## src/sv/mwfs_pkg.sv

```systemverilog
package mwfs_pkg;

  // Field widths
  localparam int PWM_W    = 7;
  localparam int PHASE_W  = 4;
  localparam int TIMER_W  = 11;
  localparam int MISS_W   = 6;
  localparam int RANGE_W  = 12;
  localparam int TICKS_W  = 10;
  localparam int CAD_W    = 2;
  localparam int CFG_IDX_W  = 4;
  localparam int CFG_DATA_W = 12;

  localparam logic [PWM_W-1:0]  PWM_MAX  = 7'd99;
  localparam logic [MISS_W-1:0] MISS_MAX = 6'd63;

  // Fixed phase durations in ticks
  localparam logic [TIMER_W-1:0] START_DELAY_TICKS = 11'd30;
  localparam logic [TIMER_W-1:0] PAUSE_TICKS       = 11'd10;
  localparam logic [TIMER_W-1:0] SETTLE_TICKS      = 11'd15;
  localparam logic [TIMER_W-1:0] HALF_SETTLE_TICKS = 11'd20;

  // Phase codes
  localparam logic [PHASE_W-1:0] PH_WAIT          = 4'd0;
  localparam logic [PHASE_W-1:0] PH_START_DELAY   = 4'd1;
  localparam logic [PHASE_W-1:0] PH_CRUISE        = 4'd2;
  localparam logic [PHASE_W-1:0] PH_SKIP          = 4'd3;
  localparam logic [PHASE_W-1:0] PH_DEAD_PAUSE    = 4'd4;
  localparam logic [PHASE_W-1:0] PH_HALF_TURN     = 4'd5;
  localparam logic [PHASE_W-1:0] PH_HALF_SETTLE   = 4'd6;
  localparam logic [PHASE_W-1:0] PH_GAP_PAUSE     = 4'd7;
  localparam logic [PHASE_W-1:0] PH_APPROACH      = 4'd8;
  localparam logic [PHASE_W-1:0] PH_APPR_SETTLE   = 4'd9;
  localparam logic [PHASE_W-1:0] PH_MIN_SPIN      = 4'd10;
  localparam logic [PHASE_W-1:0] PH_POLL_SPIN     = 4'd11;
  localparam logic [PHASE_W-1:0] PH_SPIN_SETTLE   = 4'd12;
  localparam logic [PHASE_W-1:0] PH_BRIDGE        = 4'd13;
  localparam logic [PHASE_W-1:0] PH_BRIDGE_SETTLE = 4'd14;
  localparam logic [PHASE_W-1:0] PH_UNUSED        = 4'd15;

  // Configuration register indexes
  localparam logic [CFG_IDX_W-1:0] CFG_CRUISE_DUTY   = 4'd0;
  localparam logic [CFG_IDX_W-1:0] CFG_STEER_OFFSET  = 4'd1;
  localparam logic [CFG_IDX_W-1:0] CFG_SPIN_DUTY     = 4'd2;
  localparam logic [CFG_IDX_W-1:0] CFG_REVERSE_SPEED = 4'd3;
  localparam logic [CFG_IDX_W-1:0] CFG_GAP_THRESHOLD = 4'd4;
  localparam logic [CFG_IDX_W-1:0] CFG_STOP_RANGE    = 4'd5;
  localparam logic [CFG_IDX_W-1:0] CFG_HALF_TURN     = 4'd6;
  localparam logic [CFG_IDX_W-1:0] CFG_BRIDGE        = 4'd7;

  typedef struct packed {
    logic [PWM_W-1:0] lf;
    logic [PWM_W-1:0] lr;
    logic [PWM_W-1:0] rf;
    logic [PWM_W-1:0] rr;
  } drive_t;

  localparam drive_t DRIVE_OFF = '0;

  typedef struct packed {
    logic [PWM_W-1:0]   cruise_duty;
    logic [MISS_W-1:0]  steer_offset;
    logic [PWM_W-1:0]   spin_duty;
    logic [PWM_W-1:0]   reverse_speed;
    logic [MISS_W-1:0]  gap_threshold;
    logic [RANGE_W-1:0] stop_range;
    logic [TICKS_W-1:0] half_turn_ticks;
    logic [TICKS_W-1:0] bridge_ticks;
  } cfg_t;

  typedef struct packed {
    logic               left_wall;
    logic               right_wall;
    logic [RANGE_W-1:0] front_mm;
    logic               start_key;
  } item_t;

  typedef struct packed {
    drive_t             drive;
    logic [PHASE_W-1:0] phase;
  } result_t;

  // Saturate a signed duty to 0..99
  function automatic logic [PWM_W-1:0] clamp_pwm(input logic signed [8:0] v);
    logic [PWM_W-1:0] r;
    if (v < 0) begin
      r = '0;
    end else if (v > 9'sd99) begin
      r = PWM_MAX;
    end else begin
      r = v[PWM_W-1:0];
    end
    return r;
  endfunction

  function automatic drive_t fwd(input logic signed [8:0] l, input logic signed [8:0] r);
    drive_t d;
    d    = DRIVE_OFF;
    d.lf = clamp_pwm(l);
    d.rf = clamp_pwm(r);
    return d;
  endfunction

  // Spin in place; clockwise runs left forward and right reverse
  function automatic drive_t spin(input logic cw, input logic [PWM_W-1:0] pwm);
    drive_t d;
    logic [PWM_W-1:0] p;
    p = (pwm > PWM_MAX) ? PWM_MAX : pwm;
    d = DRIVE_OFF;
    if (cw) begin
      d.lf = p;
      d.rr = p;
    end else begin
      d.lr = p;
      d.rf = p;
    end
    return d;
  endfunction

endpackage

```

## src/sv/mwfs_in_if.sv

```systemverilog
interface mwfs_in_if import mwfs_pkg::*; ();
  logic               valid;
  logic               ready;
  logic               left_wall;
  logic               right_wall;
  logic [RANGE_W-1:0] front_mm;
  logic               start_key;

  modport source (output valid, left_wall, right_wall, front_mm, start_key, input ready);
  modport sink   (input valid, left_wall, right_wall, front_mm, start_key, output ready);
endinterface

```

## src/sv/mwfs_out_if.sv

```systemverilog
interface mwfs_out_if import mwfs_pkg::*; ();
  logic               valid;
  logic               ready;
  logic [PWM_W-1:0]   left_forward_pwm;
  logic [PWM_W-1:0]   left_reverse_pwm;
  logic [PWM_W-1:0]   right_forward_pwm;
  logic [PWM_W-1:0]   right_reverse_pwm;
  logic [PHASE_W-1:0] phase_code;

  modport source (output valid, left_forward_pwm, left_reverse_pwm, right_forward_pwm,
                  right_reverse_pwm, phase_code, input ready);
  modport sink   (input valid, left_forward_pwm, left_reverse_pwm, right_forward_pwm,
                  right_reverse_pwm, phase_code, output ready);
endinterface

```

## src/sv/mwfs_cfg_if.sv

```systemverilog
interface mwfs_cfg_if import mwfs_pkg::*; ();
  logic                  valid;
  logic                  ready;
  logic [CFG_IDX_W-1:0]  index;
  logic [CFG_DATA_W-1:0] data;

  modport source (output valid, index, data, input ready);
  modport sink   (input valid, index, data, output ready);
endinterface

```

## src/sv/mwfs_cfg_regs.sv

```systemverilog
module mwfs_cfg_regs import mwfs_pkg::*; (
  input  logic  clk,
  input  logic  rst,
  mwfs_cfg_if.sink cfg,
  output cfg_t  regs
);

  // Writes are always taken
  assign cfg.ready = 1'b1;

  // Register file; unknown indexes are dropped
  always_ff @(posedge clk) begin
    if (rst) begin
      regs.cruise_duty     <= 7'd60;
      regs.steer_offset    <= 6'd8;
      regs.spin_duty       <= 7'd45;
      regs.reverse_speed   <= 7'd60;
      regs.gap_threshold   <= 6'd7;
      regs.stop_range      <= 12'd100;
      regs.half_turn_ticks <= 10'd150;
      regs.bridge_ticks    <= 10'd110;
    end else if (cfg.valid) begin
      unique case (cfg.index)
        CFG_CRUISE_DUTY:   regs.cruise_duty     <= cfg.data[PWM_W-1:0];
        CFG_STEER_OFFSET:  regs.steer_offset    <= cfg.data[MISS_W-1:0];
        CFG_SPIN_DUTY:     regs.spin_duty       <= cfg.data[PWM_W-1:0];
        CFG_REVERSE_SPEED: regs.reverse_speed   <= cfg.data[PWM_W-1:0];
        CFG_GAP_THRESHOLD: regs.gap_threshold   <= cfg.data[MISS_W-1:0];
        CFG_STOP_RANGE:    regs.stop_range      <= cfg.data[RANGE_W-1:0];
        CFG_HALF_TURN:     regs.half_turn_ticks <= cfg.data[TICKS_W-1:0];
        CFG_BRIDGE:        regs.bridge_ticks    <= cfg.data[TICKS_W-1:0];
        default: ;
      endcase
    end
  end

endmodule

```

## src/sv/mwfs_core.sv

```systemverilog
module mwfs_core import mwfs_pkg::*; #(
  parameter int CRUISE_PERIOD_TICKS = 3,
  parameter int MIN_SPIN_TICKS      = 25,
  parameter int SPIN_TIMEOUT_TICKS  = 220,
  parameter int APPROACH_TICKS      = 80
) (
  input  logic    clk,
  input  logic    rst,
  input  logic    step_en,
  input  item_t   item,
  input  cfg_t    regs,
  output result_t res
);

  localparam logic [CAD_W-1:0]   CAD_LAST     = CAD_W'(CRUISE_PERIOD_TICKS - 1);
  localparam logic [TIMER_W-1:0] MIN_SPIN_DUR = TIMER_W'(MIN_SPIN_TICKS);
  localparam logic [TIMER_W-1:0] TIMEOUT_DUR  = TIMER_W'(SPIN_TIMEOUT_TICKS);
  localparam logic [TIMER_W-1:0] APPROACH_DUR = TIMER_W'(APPROACH_TICKS);

  typedef struct packed {
    logic [PHASE_W-1:0] phase;
    logic [TIMER_W-1:0] timer;
    logic [MISS_W-1:0]  rmiss;
    logic [MISS_W-1:0]  lmiss;
    logic               skip;
    logic               cw;
    logic               second;
    logic [CAD_W-1:0]   cad;
    drive_t             drive;
  } state_t;

  state_t cur;
  state_t cur_next;

  logic [TIMER_W-1:0] timer_inc;
  logic [CAD_W-1:0]   cad_inc;
  logic               dead_end;
  logic               right_gap;
  logic               left_gap;
  logic [MISS_W-1:0]  miss_sel;
  logic [MISS_W-1:0]  miss_inc;
  logic               gap_hit;
  logic signed [8:0]  b;
  logic signed [8:0]  o;
  logic [TIMER_W-1:0] half_dur;
  logic [TIMER_W-1:0] bridge_dur;

  // Shared decode of the current tick
  always_comb begin
    timer_inc  = cur.timer + 1'b1;
    cad_inc    = (cur.cad == CAD_LAST) ? '0 : cur.cad + 1'b1;
    b          = $signed({2'b00, regs.cruise_duty});
    o          = $signed({3'b000, regs.steer_offset});
    half_dur   = TIMER_W'(regs.half_turn_ticks);
    bridge_dur = TIMER_W'(regs.bridge_ticks);
    dead_end   = (item.front_mm != '0) && (item.front_mm < regs.stop_range);
    right_gap  = !item.right_wall && item.left_wall;
    left_gap   = item.right_wall && !item.left_wall;
    miss_sel   = right_gap ? cur.rmiss : cur.lmiss;
    miss_inc   = (miss_sel < MISS_MAX) ? miss_sel + 1'b1 : miss_sel;
    gap_hit    = miss_inc >= regs.gap_threshold;
  end

  // Phase sequencer next state
  always_comb begin
    cur_next = cur;
    unique case (cur.phase)
      PH_WAIT: begin
        if (item.start_key) begin
          cur_next.phase = PH_START_DELAY;
          cur_next.timer = '0;
          cur_next.drive = DRIVE_OFF;
        end
      end
      PH_START_DELAY: begin
        cur_next.timer = timer_inc;
        if (timer_inc >= START_DELAY_TICKS) begin
          cur_next.phase = PH_CRUISE;
          cur_next.timer = '0;
          cur_next.drive = DRIVE_OFF;
          cur_next.cad   = '0;
          cur_next.rmiss = '0;
          cur_next.lmiss = '0;
        end
      end
      PH_CRUISE: begin
        if (cur.cad == '0) begin
          if (dead_end) begin
            cur_next.skip  = 1'b1;
            cur_next.rmiss = '0;
            cur_next.lmiss = '0;
            cur_next.phase = PH_DEAD_PAUSE;
            cur_next.timer = '0;
            cur_next.drive = DRIVE_OFF;
          end else if (right_gap || left_gap) begin
            // Verify the gap by counting misses on that side
            if (right_gap) begin
              cur_next.lmiss = '0;
              cur_next.rmiss = gap_hit ? '0 : miss_inc;
            end else begin
              cur_next.rmiss = '0;
              cur_next.lmiss = gap_hit ? '0 : miss_inc;
            end
            if (gap_hit) begin
              if (cur.skip) begin
                cur_next.skip  = 1'b0;
                cur_next.phase = PH_SKIP;
                cur_next.drive = fwd(b, b);
              end else begin
                cur_next.cw     = right_gap;
                cur_next.second = 1'b0;
                cur_next.phase  = PH_GAP_PAUSE;
                cur_next.timer  = '0;
                cur_next.drive  = DRIVE_OFF;
              end
            end else if (right_gap) begin
              cur_next.drive = fwd(b + o, b - o);
            end else begin
              cur_next.drive = fwd(b - o, b + o);
            end
          end else begin
            cur_next.rmiss = '0;
            cur_next.lmiss = '0;
            cur_next.drive = fwd(b, b);
          end
        end
        if (cur_next.phase == PH_CRUISE || cur_next.phase == PH_SKIP) begin
          cur_next.cad = cad_inc;
        end
      end
      PH_SKIP: begin
        if (cur.cad == '0) begin
          cur_next.drive = fwd(b, b);
          if (item.left_wall && item.right_wall) begin
            cur_next.phase = PH_CRUISE;
            cur_next.rmiss = '0;
            cur_next.lmiss = '0;
          end
        end
        cur_next.cad = cad_inc;
      end
      PH_DEAD_PAUSE: begin
        cur_next.timer = timer_inc;
        if (timer_inc >= PAUSE_TICKS) begin
          cur_next.phase = PH_HALF_TURN;
          cur_next.timer = '0;
          cur_next.drive = spin(1'b1, regs.reverse_speed);
        end
      end
      PH_HALF_TURN: begin
        cur_next.timer = timer_inc;
        if (timer_inc >= half_dur) begin
          cur_next.phase = PH_HALF_SETTLE;
          cur_next.timer = '0;
          cur_next.drive = DRIVE_OFF;
        end
      end
      PH_HALF_SETTLE: begin
        cur_next.timer = timer_inc;
        if (timer_inc >= HALF_SETTLE_TICKS) begin
          cur_next.phase = PH_CRUISE;
          cur_next.timer = '0;
          cur_next.drive = DRIVE_OFF;
          cur_next.cad   = '0;
          cur_next.rmiss = '0;
          cur_next.lmiss = '0;
        end
      end
      PH_GAP_PAUSE: begin
        cur_next.timer = timer_inc;
        if (timer_inc >= PAUSE_TICKS) begin
          cur_next.phase = PH_APPROACH;
          cur_next.timer = '0;
          cur_next.drive = fwd(b, b);
        end
      end
      PH_APPROACH: begin
        cur_next.timer = timer_inc;
        if (timer_inc >= APPROACH_DUR) begin
          cur_next.phase = PH_APPR_SETTLE;
          cur_next.timer = '0;
          cur_next.drive = DRIVE_OFF;
        end
      end
      PH_APPR_SETTLE: begin
        cur_next.timer = timer_inc;
        if (timer_inc >= PAUSE_TICKS) begin
          cur_next.phase = PH_MIN_SPIN;
          cur_next.timer = '0;
          cur_next.drive = spin(cur.cw, regs.spin_duty);
        end
      end
      PH_MIN_SPIN: begin
        cur_next.timer = timer_inc;
        if (timer_inc >= MIN_SPIN_DUR) begin
          cur_next.phase = PH_POLL_SPIN;
          cur_next.timer = '0;
          cur_next.drive = spin(cur.cw, regs.spin_duty);
        end
      end
      PH_POLL_SPIN: begin
        // Stop on both walls seen, else on timeout
        if (item.left_wall && item.right_wall) begin
          cur_next.phase = PH_SPIN_SETTLE;
          cur_next.timer = '0;
          cur_next.drive = DRIVE_OFF;
        end else begin
          cur_next.timer = timer_inc;
          if (timer_inc >= TIMEOUT_DUR) begin
            cur_next.phase = PH_SPIN_SETTLE;
            cur_next.timer = '0;
            cur_next.drive = DRIVE_OFF;
          end
        end
      end
      PH_SPIN_SETTLE: begin
        cur_next.timer = timer_inc;
        if (timer_inc >= SETTLE_TICKS) begin
          cur_next.timer = '0;
          if (cur.second) begin
            cur_next.second = 1'b0;
            cur_next.phase  = PH_CRUISE;
            cur_next.drive  = DRIVE_OFF;
            cur_next.cad    = '0;
            cur_next.rmiss  = '0;
            cur_next.lmiss  = '0;
          end else begin
            cur_next.phase = PH_BRIDGE;
            cur_next.drive = fwd(b, b);
          end
        end
      end
      PH_BRIDGE: begin
        cur_next.timer = timer_inc;
        if (timer_inc >= bridge_dur) begin
          cur_next.phase = PH_BRIDGE_SETTLE;
          cur_next.timer = '0;
          cur_next.drive = DRIVE_OFF;
        end
      end
      PH_BRIDGE_SETTLE: begin
        cur_next.timer = timer_inc;
        if (timer_inc >= SETTLE_TICKS) begin
          cur_next.second = 1'b1;
          cur_next.phase  = PH_MIN_SPIN;
          cur_next.timer  = '0;
          cur_next.drive  = spin(cur.cw, regs.spin_duty);
        end
      end
      default: begin
        cur_next.phase = PH_WAIT;
        cur_next.timer = '0;
        cur_next.drive = DRIVE_OFF;
      end
    endcase
  end

  // State register, advanced once per tick
  always_ff @(posedge clk) begin
    if (rst) begin
      cur <= '0;
    end else if (step_en) begin
      cur <= cur_next;
    end
  end

  assign res.drive = cur_next.drive;
  assign res.phase = cur_next.phase;

  a_cad_range: assert property (@(posedge clk) disable iff (rst)
    cur.cad <= CAD_LAST)
    else $error("cadence count out of range");

  a_no_unused_phase: assert property (@(posedge clk) disable iff (rst)
    cur.phase != PH_UNUSED)
    else $error("unused phase reached");

  a_idle_motors_off: assert property (@(posedge clk) disable iff (rst)
    (cur.phase == PH_WAIT || cur.phase == PH_START_DELAY) |-> cur.drive == DRIVE_OFF)
    else $error("motors driven while waiting for start");

endmodule

```

## src/sv/maze_wall_follow_sequencer.sv

```systemverilog
// An accepted tick waits in the input register, then steps into the result register that
// drives the output channel. Throughput: one tick per cycle while the motor side is ready;
// the step logic sits between them; input frees when the result register can load.
// Reset (rst, synchronous): phase wait, all counters clear, motors off, pipeline
// empty, configuration registers back to their power-on values.
module maze_wall_follow_sequencer import mwfs_pkg::*; #(
  parameter int CRUISE_PERIOD_TICKS = 3,
  parameter int MIN_SPIN_TICKS      = 25,
  parameter int SPIN_TIMEOUT_TICKS  = 220,
  parameter int APPROACH_TICKS      = 80
) (
  input  logic       clk,
  input  logic       rst,
  mwfs_in_if.sink    sensor,
  mwfs_out_if.source motor,
  mwfs_cfg_if.sink   cfg
);

  cfg_t    regs;
  logic    s1_valid;
  item_t   s1_item;
  logic    out_valid;
  result_t out_res;
  result_t res;
  logic    adv;
  logic    step_en;

  mwfs_cfg_regs u_cfg_regs (
    .clk  (clk),
    .rst  (rst),
    .cfg  (cfg),
    .regs (regs)
  );

  // Handshake flow
  assign adv          = !out_valid || motor.ready;
  assign step_en      = s1_valid && adv;
  assign sensor.ready = !s1_valid || adv;

  // Input register
  always_ff @(posedge clk) begin
    if (rst) begin
      s1_valid <= 1'b0;
    end else if (sensor.valid && sensor.ready) begin
      s1_valid <= 1'b1;
    end else if (adv) begin
      s1_valid <= 1'b0;
    end
  end

  always_ff @(posedge clk) begin
    if (sensor.valid && sensor.ready) begin
      s1_item.left_wall  <= sensor.left_wall;
      s1_item.right_wall <= sensor.right_wall;
      s1_item.front_mm   <= sensor.front_mm;
      s1_item.start_key  <= sensor.start_key;
    end
  end

  mwfs_core #(
    .CRUISE_PERIOD_TICKS (CRUISE_PERIOD_TICKS),
    .MIN_SPIN_TICKS      (MIN_SPIN_TICKS),
    .SPIN_TIMEOUT_TICKS  (SPIN_TIMEOUT_TICKS),
    .APPROACH_TICKS      (APPROACH_TICKS)
  ) u_core (
    .clk     (clk),
    .rst     (rst),
    .step_en (step_en),
    .item    (s1_item),
    .regs    (regs),
    .res     (res)
  );

  // Result register
  always_ff @(posedge clk) begin
    if (rst) begin
      out_valid <= 1'b0;
    end else if (step_en) begin
      out_valid <= 1'b1;
    end else if (motor.ready) begin
      out_valid <= 1'b0;
    end
  end

  always_ff @(posedge clk) begin
    if (step_en) begin
      out_res <= res;
    end
  end

  assign motor.valid             = out_valid;
  assign motor.left_forward_pwm  = out_res.drive.lf;
  assign motor.left_reverse_pwm  = out_res.drive.lr;
  assign motor.right_forward_pwm = out_res.drive.rf;
  assign motor.right_reverse_pwm = out_res.drive.rr;
  assign motor.phase_code        = out_res.phase;

  a_step_lands: assert property (@(posedge clk) disable iff (rst)
    step_en |=> out_valid)
    else $error("stepped tick did not reach the result register");

  a_duty_range: assert property (@(posedge clk) disable iff (rst)
    out_valid |-> (out_res.drive.lf <= PWM_MAX) && (out_res.drive.lr <= PWM_MAX) &&
                  (out_res.drive.rf <= PWM_MAX) && (out_res.drive.rr <= PWM_MAX))
    else $error("duty above limit");

  a_no_shoot_through: assert property (@(posedge clk) disable iff (rst)
    out_valid |-> (out_res.drive.lf == '0 || out_res.drive.lr == '0) &&
                  (out_res.drive.rf == '0 || out_res.drive.rr == '0))
    else $error("wheel driven forward and reverse at once");

endmodule

```

## src/flat_wrapper.sv

```systemverilog
// flat-port wrapper written by rule: the top's interface ports become plain ports
module maze_wall_follow_sequencer_flat import mwfs_pkg::*;
#(
  parameter int CRUISE_PERIOD_TICKS = 3,
  parameter int MIN_SPIN_TICKS      = 25,
  parameter int SPIN_TIMEOUT_TICKS  = 220,
  parameter int APPROACH_TICKS      = 80
)
  (clk, rst, sensor_valid, sensor_left_wall, sensor_right_wall, sensor_front_mm, sensor_start_key, sensor_ready, motor_valid, motor_left_forward_pwm, motor_left_reverse_pwm, motor_right_forward_pwm, motor_right_reverse_pwm, motor_phase_code, motor_ready, cfg_valid, cfg_index, cfg_data, cfg_ready);
  mwfs_in_if sensor_i ();
  mwfs_out_if motor_i ();
  mwfs_cfg_if cfg_i ();
  input  logic clk;
  input  logic rst;
  input wire logic [$bits(sensor_i.valid)-1:0] sensor_valid;
  input wire logic [$bits(sensor_i.left_wall)-1:0] sensor_left_wall;
  input wire logic [$bits(sensor_i.right_wall)-1:0] sensor_right_wall;
  input wire logic [$bits(sensor_i.front_mm)-1:0] sensor_front_mm;
  input wire logic [$bits(sensor_i.start_key)-1:0] sensor_start_key;
  output wire logic [$bits(sensor_i.ready)-1:0] sensor_ready;
  output wire logic [$bits(motor_i.valid)-1:0] motor_valid;
  output wire logic [$bits(motor_i.left_forward_pwm)-1:0] motor_left_forward_pwm;
  output wire logic [$bits(motor_i.left_reverse_pwm)-1:0] motor_left_reverse_pwm;
  output wire logic [$bits(motor_i.right_forward_pwm)-1:0] motor_right_forward_pwm;
  output wire logic [$bits(motor_i.right_reverse_pwm)-1:0] motor_right_reverse_pwm;
  output wire logic [$bits(motor_i.phase_code)-1:0] motor_phase_code;
  input wire logic [$bits(motor_i.ready)-1:0] motor_ready;
  input wire logic [$bits(cfg_i.valid)-1:0] cfg_valid;
  input wire logic [$bits(cfg_i.index)-1:0] cfg_index;
  input wire logic [$bits(cfg_i.data)-1:0] cfg_data;
  output wire logic [$bits(cfg_i.ready)-1:0] cfg_ready;
  assign sensor_i.valid = sensor_valid;
  assign sensor_i.left_wall = sensor_left_wall;
  assign sensor_i.right_wall = sensor_right_wall;
  assign sensor_i.front_mm = sensor_front_mm;
  assign sensor_i.start_key = sensor_start_key;
  assign sensor_ready = sensor_i.ready;
  assign motor_valid = motor_i.valid;
  assign motor_left_forward_pwm = motor_i.left_forward_pwm;
  assign motor_left_reverse_pwm = motor_i.left_reverse_pwm;
  assign motor_right_forward_pwm = motor_i.right_forward_pwm;
  assign motor_right_reverse_pwm = motor_i.right_reverse_pwm;
  assign motor_phase_code = motor_i.phase_code;
  assign motor_i.ready = motor_ready;
  assign cfg_i.valid = cfg_valid;
  assign cfg_i.index = cfg_index;
  assign cfg_i.data = cfg_data;
  assign cfg_ready = cfg_i.ready;
  maze_wall_follow_sequencer #(.CRUISE_PERIOD_TICKS(CRUISE_PERIOD_TICKS), .MIN_SPIN_TICKS(MIN_SPIN_TICKS), .SPIN_TIMEOUT_TICKS(SPIN_TIMEOUT_TICKS), .APPROACH_TICKS(APPROACH_TICKS)) u_core (.clk(clk), .rst(rst), .sensor(sensor_i), .motor(motor_i), .cfg(cfg_i));
endmodule
```

## config.mk

```make
export PLATFORM = sky130hd
export DESIGN_NAME = maze_wall_follow_sequencer_flat
export DESIGN_NICKNAME = d
export VERILOG_FILES = /design/src/sv/mwfs_pkg.sv /design/src/sv/mwfs_in_if.sv /design/src/sv/mwfs_out_if.sv /design/src/sv/mwfs_cfg_if.sv /design/src/sv/mwfs_cfg_regs.sv /design/src/sv/mwfs_core.sv /design/src/sv/maze_wall_follow_sequencer.sv /design/src/flat_wrapper.sv
export SDC_FILE = /design/constraint.sdc
export NUM_CORES = 1
export LEC_CHECK = 0
export BUFFER_PORTS_ARGS = -buffer_cell sky130_fd_sc_hd__buf_4
export CAP_MARGIN = 40
export CORE_MARGIN = 5
export CORE_UTILIZATION = 50
export CTS_BUF_LIST = sky130_fd_sc_hd__clkbuf_4
export DETAILED_ROUTE_END_ITERATION = 8
export PLACE_DENSITY = 0.67
export SETUP_SLACK_MARGIN = 0.2
export SLEW_MARGIN = 20
export SYNTH_ARGS = -nofsm -noshare
export SYNTH_HDL_FRONTEND = slang
export SYNTH_HIERARCHICAL = 1
export SYNTH_SLANG_ARGS = --single-unit
```

## constraint.sdc

```tcl
create_clock -name clk -period 8.8 [get_ports clk]
set_clock_uncertainty 0.15 [all_clocks]
set_input_delay 0.88 -clock clk [delete_from_list [all_inputs] [get_ports clk]]
set_output_delay 0.88 -clock clk [all_outputs]
set_load 0.01 [all_outputs]
```

==> results.yml <==
setup_path:
  reg2reg_to: "u_core/motor.left_forward_pwm[4]"
  crit_arrival_ns: 5.44
  crit_path_max_fanout: 21
  rr_startpoint: "u_core/u_core/cur[45]"
  critical_path_class: "flop to flop"
  r2r_cells: 13
  critPathLaunchType: "flop"
  worstPathRequired_ns: 9.00
  crit_path_end_kind: "flop"
  r2r_setup_slack_ns: 3.56
pwr:
  power.share.clock_pct: 30.7
  seqPwrFrac_pct: 53.1
  leakagePower_nw: 5.32
  p_sw_mw: 0.534
  power_density_mw_per_mm2: 122
  p_comb_share_pct: 16.2
  ir_drop_mv: 0.0823
  switching_share_pct: 32.7
  intPower_mw: 1.10
yosys:
  syn-cell-area_mm2: 0.0126
  netlist_instances: 1527
  ys_ff_latch: 174
  synth_edf_count: 47
  synth.distinct_cells: 104
  async_flop_share_pct: 0
  syn_avg_cell_area_um2: 8.28
  synth_ff_type: "dfxtp_1"
  synthesis.nets: 1621
  yosysSeqAreaShare_pct: 31.3
  ys_warn_count: 6
floorplan:
  die_h_um: 169
  core_mm2: 0.0250
  row_count: 58
  die-area_mm2: 0.0286
  dieWidth_um: 169
  initial_core_util_pct: 50.5
  num_io_pins: 71
global_routing:
  grtUsageMet1_pct: 36.2
  met2_usage_pct: 41.7
  met3_usage_pct: 5.09
  busiest_layer: "met2"
  gr-total-overflow: 0
  first_global_vias: 11200
  antenna_found_initial: 1
  grt_max_degree: 93
  grt_pass1_wl_mm: 61.1
  grt_use_total_pct: 26.4
flow_run:
  drv_cap: 0
place:
  port_buffers: 69
  pre_cts_ws_ns: 3.65
  post-dp-hpwl_mm: 28.3
  dp.cells: 1818
  gp_congestion: 1.04
cts:
  cts.sinks: 174
  postCtsHoldBufs: 0
  cts_buffer_depth: 2
  path_clk_slew_ns: 0.18
  cts_made_buffers: 17
  cts_tree: "built"
  cts_setup_buffers: 0
  cts_resized: 0
  clkLatencyLatePin_ns: 0.60
  htree_levels: 4
  cts_root_buffer: "clkbuf_4"
timing:
  fin_ws_ns: 3.56
  fmax_mhz: 191
  setup_viol_count_final: 0
  slew_headroom_pct: 39.2
  hold_viol: 0
  fin_crit_ns: 5.24
  drv_slew: 0
  hold_slack_ns: 0.300
  setup_tns_ns: 0
  finalCritPeriodShare_pct: 59.5
  rsz0062_at_grt: "no"
  tightest_slew_ns: 0.909
final_layout:
  syn_to_final_growth_pct: 5.96
  final_common_cell: "nor2_1"
  utilization_pct: 53.5
  layout_common_cells: "146 x nor2_1, 127 x dfxtp_1, 104 x a21oi_1, 104 x nand2_1, 82 x buf_4"
  fin_cells: 1857
  num-nets-final: 1607
  drive_above_1_share_pct: 11.5
detailed_routing:
  detail_route.iter0.violations: 1479
  num_vias: 11900
  wirelength_mm: 38.4
  routedWlPerCell_um: 20.7
  via_per_inst: 6.41
  ant_nets: 0
  dr.pass1.iters: 8
  drcViolationCount: 0
hold_path:
  min_from: "sensor_right_wall"
  hold_path_depth: 1
  hold_path_class: "input port to flop"
  whs_endpoint: "u_core/s1_item[13]"
status:
  status: "completed"
==> power by group through the flow <==
stage / clock, mW / combinational (mW) / sequential, mW
floorplan: 0 / 0.189 / 0.878
global placement: 0 / 0.250 / 0.886
detailed placement: 0 / 0.252 / 0.887
CTS: 0.517 / 0.253 / 0.870
global route: 0.554 / 0.286 / 0.871
finish: 0.503 / 0.265 / 0.868
==> cell usage after synthesis (20+ instances only) <==
library cell / instances / area, um2
o21ai_0: 68 / 340
ha_1: 56 / 701
edfxtp_1: 47 / 1410
inv_1: 77 / 289
dfxtp_1: 127 / 2540
nand2_1: 104 / 390
a311oi_1: 22 / 193
nor2_1: 146 / 548
a21oi_1: 104 / 521
nand2b_1: 68 / 425
o211ai_1: 20 / 150
buf_2: 21 / 105
nand3_1: 53 / 265
mux2i_1: 77 / 771
buf_4: 39 / 293
clkbuf_1: 50 / 188
nor3_1: 40 / 200
==> kinds of logic after synthesis <==
kind of cell | share of synthesized area, %
AOI/OAI and AO/OA | 25.3
other | 0.0297
adders and majority gates | 5.86
muxes | 6.45
and+or+nand+nor | 22.3
DFF | 31.3
buffers and inverters | 7.79
xor gates and xnor gates | 1.04
==> stage by stage <==
stage | instance area [um2] | power [mW]
finish | 13400 | 1.64
global placement | 13000 | 1.14
floorplan | 12600 | 1.07
detailed placement | 13000 | 1.14
global route | 13400 | 1.71
CTS | 13300 | 1.64
==> final cells by class <==
cell class,instances,area (um2)
inverters,79,297
flip-flops and latches,174,3950
fillers,2390,11600
diodes,1,2.50
repair buffers,88,701
multi-input cells,1153,7710
clock buffers,17,128
well taps,330,413
clock inverters,15,191
==> flip-flops by register name, summed over array words and instances (netlist names), 4 cells and up <==
name and flops:
u_core/motor.left_forward_pwm 7, u_core/motor.left_reverse_pwm 7, u_core/motor.phase_code 4, u_core/motor.right_forward_pwm 7, u_core/motor.right_reverse_pwm 7, u_core/s1_item 15, u_core/u_cfg_regs/regs 65, u_core/u_core/cur 60
==> critical path, stage by stage (launching register included) <==
cell and delay, ns:
dfxtp_1 0.69, ha_1 0.70, nand3_2 0.31, o21a_1 0.28, nand2b_1 0.17, ha_1 0.33, nand2_1 0.05, o21ai_0 0.14
o21bai_1 0.12, a41oi_1 0.27, a211oi_4 0.47, nand4_1 0.59, o41ai_1 0.60, nand2_1 0.09
==> how the worst max path moves through the flow <==
stage,startpoint,to,cells past startpoint
final,u_core/u_core/cur[45],u_core/motor.left_forward_pwm[4],13
after global routing,u_core/s1_item[13],u_core/u_core/cur[10],18
after CTS,u_core/u_core/cur[45],u_core/motor.left_forward_pwm[4],13
after detailed placement,u_core/u_core/cur[45],u_core/motor.left_forward_pwm[4],13
after global placement,u_core/u_core/cur[45],u_core/motor.left_forward_pwm[4],13
after floorplan,u_core/s1_item[13],u_core/motor.left_forward_pwm[2],19
==> per-layer routing <==
| metal | wire length [um] | part of all wire [%] | vias up |
|---|---|---|---|
| li1 | - | - | 5607 |
| met1 | 16600 | 43 | 5573 |
| met2 | 17200 | 45 | 623 |
| met3 | 3400 | 8.8 | 100 |
| met4 | 1280 | 3.3 | 0 |
| met5 | 0 | 0 | - |
No activity file was read; power rests on OpenSTA's default activity.
